[config.mk]
export PLATFORM = sky130hd
export DESIGN_NAME = iee_stack
export DESIGN_NICKNAME = d
export VERILOG_FILES = /design/src/design/iee_stack.sv
export SDC_FILE = /design/constraint.sdc
export NUM_CORES = 2
export LEC_CHECK = 0
export BUFFER_PORTS_ARGS = -buffer_cell sky130_fd_sc_hd__buf_2
export CORE_MARGIN = 2
export CORE_UTILIZATION = 54
export CTS_CLUSTER_SIZE = 10
export DETAILED_ROUTE_END_ITERATION = 10
export MAX_ROUTING_LAYER = met4
export PLACE_DENSITY_LB_ADDON = 0.2
export SYNTH_ARGS = -nofsm -noshare
export SYNTH_HDL_FRONTEND = slang
export SYNTH_SLANG_ARGS = --single-unit
[constraint.sdc]
create_clock -name clk -period 5.6 [get_ports clk]
set_clock_uncertainty 0.15 [all_clocks]
set_input_delay 0.28 -clock clk [delete_from_list [all_inputs] [get_ports clk]]
set_output_delay 0.28 -clock clk [all_outputs]
set_load 0.02 [all_outputs]
[src/design/iee_stack.sv]
// single-port-write, registered-read stack storage
`timescale 1ns / 1ps
module iee_stack #(
  parameter int DEPTH = 64,
  parameter int WIDTH = 32
) (
  input  logic                     clk,
  input  logic                     wr_en,
  input  logic [$clog2(DEPTH)-1:0] wr_addr,
  input  logic [WIDTH-1:0]         wr_data,
  input  logic [$clog2(DEPTH)-1:0] rd_addr,
  output logic [WIDTH-1:0]         rd_data
);

  logic [WIDTH-1:0] mem [DEPTH];

  always_ff @(posedge clk) begin
    if (wr_en) begin
      mem[wr_addr] <= wr_data;
    end
    rd_data <= mem[rd_addr];
  end

endmodule

==> results.rst <==
.. list-table::
   :header-rows: 1

   * - Metric
     - Value
   * - Outcome
     - finished clean
   * - Initial antenna violation count
     - 19
   * - Via count of the first global-routing pass
     - 37.8k
   * - Remaining number of nets flagged by the antenna check after routing
     - 0
   * - VDD IR-drop max
     - 320 µV
   * - Netlist area before placement
     - 78500 µm²
   * - Setup Buffers After CTS
     - 0
   * - Most frequent standard cell in the layout excluding fill and tap cells
     - sky130_fd_sc_hd__edfxtp_1
   * - Post-route insts no fill
     - 5639
   * - Pre-CTS setup slack
     - 1740 ps
   * - Commonest cells after routing, fill and taps aside
     - sky130_fd_sc_hd__edfxtp_1 (2048), sky130_fd_sc_hd__mux4_2 (544), sky130_fd_sc_hd__clkbuf_16 (228)
   * - Detail Placement HPWL
     - 112 mm
   * - Arrival time of data at the critical path endpoint
     - 3700 ps
   * - Via/cell ratio
     - around 6.7
   * - Share of cells above drive strength 1
     - 28.4%
   * - Hold-critical path endpoint
     - mem[36][17]
   * - Iteration count of the initial detailed-routing pass
     - 7
   * - Count of final setup violators
     - 0
   * - Flip-flop and latch count after synthesis
     - between 2k and 2.5k
   * - RD Place Congestion
     - ~0.84
   * - Clock sink count
     - 2080
   * - Startpoint of the lowest-slack hold path
     - wr_data[17]
   * - Reg-to-reg startpoint
     - mem[14][7]
   * - Buf+Inv Stages, Crit Path
     - 3
   * - Initial core utilization
     - between 50% and 60%
   * - Area of the die
     - 148000 µm²
   * - Post-synth cell types
     - 34
   * - Max stage delay on crit path
     - 1220 ps
   * - Max Root-Sink Buffers
     - 3
   * - Hold path cells
     - 1
   * - Core utilization of the finished layout
     - 61.6%
   * - Data required time at the worst endpoint
     - ~6000 ps
   * - 1st-iter DRT viols
     - 5485
   * - Net count of the mapped netlist
     - 3370
   * - Total number of nets in the final design
     - around 3.6k
   * - Chain of cells forming the critical path
     - dlygate4sd3_1 > buf_2 > nand4_1 > nor2_4 > buf_4
   * - Critical path class
     - in2reg
   * - Count of final hold-check violations
     - 0
   * - Worst min path class
     - in2reg
   * - First-pass GRT wire length
     - between 200 and 300 mm
   * - Critical path capture point type
     - register
   * - CTS H-tree lvls
     - 4
   * - Overall global routing resource usage
     - between 20 and 30%
   * - Average wire per standard cell
     - between 30 and 40 µm
   * - Vertical die dimension
     - approximately 390 µm
   * - RSZ-0062 raised after global routing
     - no
   * - I/O pin total
     - 78
   * - Final wirelength
     - between 200 and 250 mm
   * - Core Footprint
     - 144000 µm²
   * - Area growth, synth to finish
     - 12.9%
   * - Number of placed instances with taps included
     - 5238
   * - Standard-cell row count
     - approximately 140
   * - Instance count of the mapped netlist
     - 3324
   * - Leakage power figure
     - 27.5 nW
   * - Startpoint type of the worst setup path
     - input pin
   * - Floorplan die width
     - 385 µm
   * - Tightest Pin Transition
     - 1440 ps
   * - Maximum number of pins on one net before global-route repair
     - 90
   * - Register-to-Register Path Depth
     - 5
   * - Maximum net fanout on the critical path
     - 21
   * - Reg2reg end
     - rd_data[7]
   * - Clock insertion delay at the later pin of the skew report
     - 870 ps
   * - Fmax
     - 302 MHz
   * - DRC
     - 0
   * - Power per standard cell area
     - 364 nW/µm²
   * - Final period demand of the worst path
     - 3310 ps
   * - Max transition margin
     - 4.17%
   * - Share of the clock period used by the worst path after layout
     - 59.1%
   * - Fraction of the yosys area taken by sequential cells
     - 79.1%
   * - Total CTS buffers
     - 228
   * - Root buffer selected by CTS
     - sky130_fd_sc_hd__clkbuf_16
   * - Final count of pins violating max slew
     - 0
   * - Cell with the largest stage delay on the worst path
     - sky130_fd_sc_hd__nor2_4
   * - Overflow after GRT
     - 0
   * - Ys Warns
     - 0
   * - Max-cap violation count
     - 0
   * - Port bufs
     - 77
   * - Aggregate negative setup slack
     - 0 ps
   * - CTS tree
     - yes
   * - Average cell area after synthesis
     - 23.6 µm²
   * - Number of vias in the routed layout
     - 37.7k
   * - Worst-path clk slew
     - 50 ps
   * - Reg2reg setup slack
     - ~3000 ps
   * - Critical path's top delay family
     - simple AND/OR/NAND/NOR gates
   * - Final Worst Setup Slack
     - 2290 ps
[stage by stage]
stage / power [mW] / instance area (µm²) / hold WS, ps
floorplan: 18.5 / 78500 / 229
global placement: 19.2 / 81900 / 561
detailed placement: 19.3 / 81900 / 549
CTS: 32.4 / 88600 / 18.6
global route: 33.1 / 88700 / 93.3
finish: 32.3 / 88700 / 75.0
[power by group]
part | switching [mW] | total, mW | internal (mW)
clock | 5.78 | 13.3 | 7.53
sequential | 0.0926 | 17.3 | 17.3
combinational | 1.03 | 1.60 | 0.574
total | 6.90 | 32.3 | 25.4
[worst register-to-register path, cell delays in order (launching register included)]
cell,delay (ps)
sky130_fd_sc_hd__edfxtp_1,370
sky130_fd_sc_hd__mux4_2,480
sky130_fd_sc_hd__mux2i_1,480
sky130_fd_sc_hd__a21oi_1,270
sky130_fd_sc_hd__a21oi_1,630
sky130_fd_sc_hd__nor2_1,70
[cells in the mapped netlist (all sizes together)]
master / number / area share, %
a21oi: 62 / 0.40
a22oi: 12 / 0.11
a311oi: 8 / 0.089
a31oi: 1 / 0.0080
a41o: 4 / 0.051
and2: 2 / 0.016
and3: 4 / 0.032
buf: 108 / 0.77
clkbuf: 74 / 0.35
dfxtp: 32 / 0.82
edfxtp: 2048 / 78
mux2i: 93 / 1.2
mux4: 544 / 16
nand2: 26 / 0.12
nand2b: 8 / 0.064
nand3: 5 / 0.032
nand3b: 5 / 0.048
nand4: 2 / 0.016
nand4b: 1 / 0.011
nor2: 137 / 0.65
nor2b: 15 / 0.12
nor3: 7 / 0.045
o221ai: 27 / 0.30
o22ai: 84 / 0.67
o32ai: 4 / 0.045
or2: 3 / 0.024
or3: 3 / 0.024
or3b: 5 / 0.056
[kinds of logic (layout without fill, tap and decap cells)]
kind of cell / Yosys count / after routing / synth area share (%)
buf+inv: 182 / 578 / 1.13
compound gates: 202 / 202 / 1.67
mux: 637 / 637 / 16.8
flops: 2080 / 2080 / 79.1
simple gates: 223 / 223 / 1.27
other cells: 0 / 16 / 0
[final cells by class]
cell class,count,area [µm²]
fill,9621,55300
sequential,2080,62100
timing repair buffer,210,1610
tap,1903,2380
multi-input combinational,1062,16000
antenna,16,40.0
clock buffer,349,6180
clock inverter,19,350
[layer usage]
layer / global-route usage [%] / vias to the layer above / wire, µm
li1: - / 14800 / -
met5: - / - / 0
met1: 40.4 / 20300 / 77800
met2: 44.5 / 2317 / 99900
met4: 8.53 / 0 / 5570
met3: 5.97 / 295 / 22800
[worst max-delay path by stage]
stage                     from          end  slack, ps  depth (start not counted)
finish              wr_addr[1]  mem[47][25]       2290                          5
global route        wr_addr[1]  mem[47][29]       2280                          5
CTS                 wr_addr[1]  mem[47][25]       2400                          5
detailed placement  rd_addr[0]  rd_data[21]       1740                          8
global placement    rd_addr[0]  rd_data[21]       1800                          8
floorplan           wr_addr[3]   mem[48][0]       2010                          4
[timing repair]
action,4_1_cts,5_1_grt
resized for setup,0,0
hold buffers,17,0
hold endpoints to repair,710,0
[state kept, by name, indices dropped and copies added, names as in the netlist]
register  cells
mem        2048
rd_data      32
No activity file was read; power rests on OpenSTA's default activity.
