File: src/design/iee_pkg.sv
// shared types, character codes and constants of the infix expression evaluator
`timescale 1ns / 1ps
package iee_pkg;

  localparam int VALUE_WIDTH = 32;
  localparam int FRAC_BITS   = 16;
  localparam int PROD_W      = 2 * VALUE_WIDTH;
  localparam int DIV_W       = VALUE_WIDTH + FRAC_BITS;

  typedef logic signed [VALUE_WIDTH-1:0] val_t;

  localparam val_t VMAX = {1'b0, {(VALUE_WIDTH-1){1'b1}}};
  localparam val_t VMIN = {1'b1, {(VALUE_WIDTH-1){1'b0}}};

  // largest accumulator that still takes one more digit without overflow
  localparam val_t DIG_LIM [10] = '{
    val_t'((VMAX - (0 << FRAC_BITS)) / 10), val_t'((VMAX - (1 << FRAC_BITS)) / 10),
    val_t'((VMAX - (2 << FRAC_BITS)) / 10), val_t'((VMAX - (3 << FRAC_BITS)) / 10),
    val_t'((VMAX - (4 << FRAC_BITS)) / 10), val_t'((VMAX - (5 << FRAC_BITS)) / 10),
    val_t'((VMAX - (6 << FRAC_BITS)) / 10), val_t'((VMAX - (7 << FRAC_BITS)) / 10),
    val_t'((VMAX - (8 << FRAC_BITS)) / 10), val_t'((VMAX - (9 << FRAC_BITS)) / 10)
  };

  localparam logic [7:0] CH_PLUS  = 8'h2B;
  localparam logic [7:0] CH_MINUS = 8'h2D;
  localparam logic [7:0] CH_STAR  = 8'h2A;
  localparam logic [7:0] CH_SLASH = 8'h2F;
  localparam logic [7:0] CH_OPEN  = 8'h28;
  localparam logic [7:0] CH_CLOSE = 8'h29;
  localparam logic [7:0] CH_HASH  = 8'h23;
  localparam logic [7:0] CH_ZERO  = 8'h30;
  localparam logic [7:0] CH_NINE  = 8'h39;

  typedef enum logic [2:0] {
    OP_OPEN = 3'd0,
    OP_ADD  = 3'd1,
    OP_SUB  = 3'd2,
    OP_MUL  = 3'd3,
    OP_DIV  = 3'd4
  } op_t;

  typedef enum logic [2:0] {
    STS_OK      = 3'd0,
    STS_ILLEGAL = 3'd1,
    STS_UNBAL   = 3'd2,
    STS_SAT     = 3'd3,
    STS_OVF     = 3'd4
  } status_t;

  typedef enum logic [3:0] {
    ST_IDLE, ST_DECODE, ST_NUM, ST_AFTER, ST_TEST, ST_TEST_RD, ST_POP_B, ST_POP_A,
    ST_ALU_GO, ST_ALU_WAIT, ST_LOOP_EXIT, ST_END_RD, ST_END_VAL, ST_EMIT
  } state_t;

  typedef enum logic [1:0] {
    MODE_CLOSE, MODE_OPER, MODE_END
  } mode_t;

  typedef enum logic [2:0] {
    AS_IDLE, AS_MUL, AS_DIV, AS_FIN, AS_DONE
  } alu_st_t;

  typedef struct packed {
    logic start;
    op_t  op;
  } alu_req_t;

  typedef struct packed {
    logic done;
    logic ok;
  } alu_rsp_t;

  function automatic logic [1:0] prec(input op_t op);
    logic [1:0] p;
    case (op)
      OP_MUL, OP_DIV: p = 2'd2;
      OP_OPEN:        p = 2'd0;
      default:        p = 2'd1;
    endcase
    return p;
  endfunction

endpackage

File: src/design/iee_alu.sv
// shared fixed-point unit with overflow flag: add, subtract, multiply, bit-serial divide
`timescale 1ns / 1ps
module iee_alu import iee_pkg::*; (
  input  logic     clk,
  input  logic     rst_n,
  input  alu_req_t req,
  input  val_t     a,
  input  val_t     b,
  output alu_rsp_t rsp,
  output val_t     res
);

  localparam int CNT_W = $clog2(DIV_W);

  alu_st_t                st_r, st_nxt;
  logic                   neg_r, neg_nxt;
  logic [VALUE_WIDTH-1:0] ma_r, ma_nxt, mb_r, mb_nxt;
  logic [PROD_W-1:0]      mag_r, mag_nxt;
  logic [VALUE_WIDTH:0]   rem_r, rem_nxt;
  logic [CNT_W-1:0]       cnt_r, cnt_nxt;
  logic                   ok_r, ok_nxt;
  val_t                   res_r, res_nxt;

  logic [VALUE_WIDTH-1:0] ua, ub;
  logic [VALUE_WIDTH:0]   sum, shl;
  logic [PROD_W-1:0]      prod, lim;
  logic                   qb;

  assign ua = a[VALUE_WIDTH-1] ? (~a + 1'b1) : a;
  assign ub = b[VALUE_WIDTH-1] ? (~b + 1'b1) : b;

  always_ff @(posedge clk) begin
    if (!rst_n) begin
      st_r <= AS_IDLE;
    end else begin
      st_r <= st_nxt;
    end
    neg_r <= neg_nxt;
    ma_r  <= ma_nxt;
    mb_r  <= mb_nxt;
    mag_r <= mag_nxt;
    rem_r <= rem_nxt;
    cnt_r <= cnt_nxt;
    ok_r  <= ok_nxt;
    res_r <= res_nxt;
  end

  // next state
  always_comb begin
    st_nxt = st_r;
    case (st_r)
      AS_IDLE: begin
        if (req.start) begin
          case (req.op)
            OP_MUL:  st_nxt = AS_MUL;
            OP_DIV:  st_nxt = (ub == '0) ? AS_DONE : AS_DIV;
            default: st_nxt = AS_DONE;
          endcase
        end
      end
      AS_MUL:  st_nxt = AS_FIN;
      AS_DIV:  st_nxt = (cnt_r == CNT_W'(DIV_W - 1)) ? AS_FIN : AS_DIV;
      AS_FIN:  st_nxt = AS_DONE;
      AS_DONE: st_nxt = AS_IDLE;
      default: st_nxt = AS_IDLE;
    endcase
  end

  // datapath
  always_comb begin
    neg_nxt = neg_r;
    ma_nxt  = ma_r;
    mb_nxt  = mb_r;
    mag_nxt = mag_r;
    rem_nxt = rem_r;
    cnt_nxt = cnt_r;
    ok_nxt  = ok_r;
    res_nxt = res_r;
    sum     = '0;
    prod    = ma_r * mb_r;
    shl     = {rem_r[VALUE_WIDTH-1:0], mag_r[PROD_W-1]};
    qb      = shl >= {1'b0, mb_r};
    lim     = PROD_W'(VMAX) + PROD_W'(neg_r);
    case (st_r)
      AS_IDLE: begin
        if (req.start) begin
          neg_nxt = a[VALUE_WIDTH-1] ^ b[VALUE_WIDTH-1];
          ma_nxt  = ua;
          mb_nxt  = ub;
          ok_nxt  = 1'b1;
          res_nxt = '0;
          case (req.op)
            OP_ADD, OP_SUB: begin
              if (req.op == OP_SUB) begin
                sum = {a[VALUE_WIDTH-1], a} - {b[VALUE_WIDTH-1], b};
              end else begin
                sum = {a[VALUE_WIDTH-1], a} + {b[VALUE_WIDTH-1], b};
              end
              ok_nxt  = !(req.op == OP_SUB && b == VMIN) && (sum[VALUE_WIDTH] == sum[VALUE_WIDTH-1]);
              res_nxt = ok_nxt ? val_t'(sum[VALUE_WIDTH-1:0]) : '0;
            end
            OP_DIV: begin
              // dividend left-aligned so quotient bits fill in from the right
              ok_nxt  = ub != '0;
              mag_nxt = {ua, {(PROD_W-VALUE_WIDTH){1'b0}}};
              rem_nxt = '0;
              cnt_nxt = '0;
            end
            default: ;
          endcase
        end
      end
      AS_MUL: begin
        mag_nxt = prod >> FRAC_BITS;
      end
      AS_DIV: begin
        rem_nxt = qb ? (shl - {1'b0, mb_r}) : shl;
        mag_nxt = {mag_r[PROD_W-2:0], qb};
        cnt_nxt = cnt_r + 1'b1;
      end
      AS_FIN: begin
        ok_nxt  = mag_r <= lim;
        res_nxt = !ok_nxt ? '0 :
                  neg_r ? val_t'(~mag_r[VALUE_WIDTH-1:0] + 1'b1) : val_t'(mag_r[VALUE_WIDTH-1:0]);
      end
      default: ;
    endcase
  end

  // outputs
  always_comb begin
    rsp.done = st_r == AS_DONE;
    rsp.ok   = ok_r;
    res      = res_r;
  end

endmodule

File: config.mk
export PLATFORM = sky130hd
export DESIGN_NAME = iee_alu
export DESIGN_NICKNAME = d
export VERILOG_FILES = /design/src/design/iee_pkg.sv /design/src/design/iee_alu.sv
export SDC_FILE = /design/constraint.sdc
export NUM_CORES = 2
export LEC_CHECK = 0
export BUFFER_PORTS_ARGS = -buffer_cell sky130_fd_sc_hd__buf_2
export CORE_MARGIN = 2
export CORE_UTILIZATION = 45
export DETAILED_ROUTE_END_ITERATION = 7
export SLEW_MARGIN = 20
export SYNTH_ARGS = -nofsm -noshare
export SYNTH_HDL_FRONTEND = slang
export SYNTH_SLANG_ARGS = --single-unit
File: constraint.sdc
create_clock -name clk -period 13.1 [get_ports clk]
set_input_delay 0.655 -clock clk [delete_from_list [all_inputs] [get_ports clk]]
set_output_delay 0.655 -clock clk [all_outputs]
set_load 0.02 [all_outputs]
==> results.yml <==
sta:
  hold_viol_final: 0
  slew_viol_final: 0
  fmax_mhz: 114.6
  setup_tns_ns: 0
  worst_slew_pin_slew_ns: 1.121
  slew_headroom_pct: 25.24
  fin_crit_sh_pct: 66.63
  period_minus_slack_ns: 8.729
  rsz0062_at_grt: "no"
  finalSetupViolCount: 0
  clock_skew_ns: 0.01977
synthesis:
  syn_area_um2: 47550
  synth-async-reset-ratio_pct: 0
  yosysWarnings: 0
  ys_ff_latch: 203
  syn_avg_cell_area_um2: 9.284
  yosys.cell_types.count: 83
  synth_edf_count: 200
  synthCells: 5122
  synth-main-ff-cell: "edfxtp_1"
  yosysSeqAreaShare_pct: 12.76
  synth_nets: 6450
worst_setup_path:
  worstPathArrival_ns: 9.03
  worst_r2r_path_depth: 25
  cp_max_fo: 30
  worstSetupEndpointType: "register"
  required_ns: 13.40
  crit_top_cell: "fa_1"
  cpMaxStageDelayCell: "edfxtp_1"
  slowest_delay_ns: 0.70
  crit_type: "reg2reg"
  start_kind: "register"
route:
  first_iter_violations: 2413
  via_count: 35660
  drc: 0
  antenna_left: 0
  post_drt_via_cell_ratio: 5.519
  wl_um: 138800
  first_pass_iters: 5
  routedWlPerCell_um: 21.49
layout:
  finish.instance_area_um2: 50180
  multi_input_area_um2: 36930
  areaGrowthSynthToFinish_pct: 5.531
  drive_gt1_share_pct: 5.230
  seq_area_um2: 6066
  fillerInstances: 10130
  nets: 6376
cts:
  holdBufCountCts: 0
  h-tree-depth: 1
  clk_path_buf_depth: 3
  cts_setup_buffers: 0
  clkSlewWorstSetupHoldPaths_ns: 0.07
  cts_resized: 0
  numCtsBuffers: 26
  cts_tree: "built"
  insertion_delay_ns: 0.59
  clock-sinks: 203
  cts_root_buf: "clkbuf_16"
die:
  die_x_um: 329.1
  dieHeight_um: 329.1
  core-area_um2: 105100
  initial_core_util_pct: 45.24
  fp.dieArea_um2: 108300
  rows: 119
  io_pins: 104
hold_path:
  hold_class: "in2reg"
  whs_path_depth: 1
global_route:
  antenna_found_initial: 12
  grt_pass1_vias: 37680
  grt_pass1_wl_um: 219800
  grt_util_all_layers_pct: 26.29
  grt_overflow_total: 0
  grt_max_degree: 67
placed_design:
  place_congestion: 0.9310
  placement.cell_area_um2: 49320
  portBuffers: 103
  dp_hpwl_um: 107200
run_status:
  status: "complete, no violations"
flow_run:
  max-cap-violations: 0
## sequential cells by signal (all words and copies together) (netlist names)
| name | flops |
|---|---|
| st_r | 3 |
| cnt_r | 6 |
| ok_r | 1 |
| mb_r | 32 |
| ma_r | 32 |
| mag_r | 64 |
| rem_r | 32 |
| res | 32 |
| neg_r | 1 |
## routing by layer
layer	up-vias	track usage (%)	part of all wire, %
li1	15930	-	-
met1	18390	36.28	43
met2	1132	43.69	47
met3	197	2.583	5.9
met4	10	8.449	3.5
met5	-	0	0.045
## path summary, 6_finish.rpt
path / start / to / slack (ns)
max reg2reg: mb_r[5]$_DFFE_PP_ / mag_r[19]$_DFFE_PP_ / 4.37
min reg2reg: mag_r[57]$_DFFE_PP_ / mag_r[58]$_DFFE_PP_ / 0.58
max: mb_r[5]$_DFFE_PP_ / mag_r[19]$_DFFE_PP_ / 4.37
min: a[0] / ma_r[0]$_DFFE_PP_ / 0.35
## cell type report
type | instances | area share, %
antenna | 3 | 0.01496
clock buffer | 29 | 1.339
clock inverter | 18 | 0.3142
inverter | 931 | 6.964
multi-input combinational | 3706 | 73.59
sequential | 203 | 12.09
tap | 1391 | 3.468
timing repair buffer | 180 | 2.219
## cells in the final DEF, fill, tap and decap left out, types with 16 or more instances in the layout
cell type / netlist / final
a211oi_1: 17 / 17
a21o_1: 73 / 73
a21oi_1: 141 / 140
a22o_1: 17 / 17
a31oi_1: 19 / 19
and2_1: 597 / 597
and3_1: 17 / 16
buf_2: 9 / 103
buf_4: 1 / 76
clkbuf_16: 0 / 26
edfxtp_1: 200 / 200
fa_1: 897 / 897
ha_1: 361 / 361
inv_1: 930 / 930
mux2i_1: 30 / 30
nand2_1: 596 / 593
nand3_1: 40 / 40
nand4_1: 32 / 32
nor2_1: 112 / 111
nor2b_1: 18 / 18
nor3_1: 29 / 29
nor4_1: 25 / 25
o21ai_0: 144 / 144
o21bai_1: 17 / 17
o22ai_1: 37 / 37
o31ai_1: 41 / 41
or3_1: 24 / 24
xnor2_1: 125 / 125
xor2_1: 97 / 97
## stage by stage
stage | setup slack (ns) | util (%) | hold WS [ns] | instances
2_1_floorplan | 5.638 | - | 0.5453 | 5122
5_1_grt | 4.042 | 47.73 | 0.3389 | 6459
3_3_place_gp | 4.490 | 46.91 | 0.5566 | 6410
6_report | 4.371 | 47.74 | 0.3512 | 6461
3_5_place_dp | 4.406 | 46.91 | 0.5651 | 6410
4_1_cts | 4.355 | 47.70 | 0.3419 | 6457
## cell usage after synthesis (32+ instances only)
master | count | area share, %
a21o_1 | 73 | 1.2
a21oi_1 | 141 | 1.5
and2_1 | 597 | 7.9
clkbuf_1 | 261 | 2.1
edfxtp_1 | 200 | 13
fa_1 | 897 | 38
ha_1 | 361 | 9.5
inv_1 | 930 | 7.3
nand2_1 | 596 | 4.7
nand3_1 | 40 | 0.42
nand4_1 | 32 | 0.42
nor2_1 | 112 | 0.88
o21ai_0 | 144 | 1.5
o22ai_1 | 37 | 0.49
o31ai_1 | 41 | 0.65
xnor2_1 | 125 | 2.3
xor2_1 | 97 | 1.8
## cells by family after synthesis
| logic type | share of synthesized area (%) |
|---|---|
| buf+inv | 9.670 |
| compound gates | 8.594 |
| flops | 12.76 |
| fa+ha+maj | 47.26 |
| xor+xnor | 4.089 |
| simple gates | 16.95 |
| mux | 0.6789 |
## worst max-delay path, delay by kind of cell (launching register included)
family	cells	cell delay (ns)
flip-flops	1	0.70
AND/OR/NAND/NOR	5	1.64
AO/OA/AOI/OAI	5	0.73
XOR/XNOR	1	0.43
buffers and inverters	5	0.68
adder cells (fa/ha/maj)	9	4.23
Power is left out: the tool's default activity adds up to more than one toggle a clock period on the data nets, which glitch-free logic cannot reach.
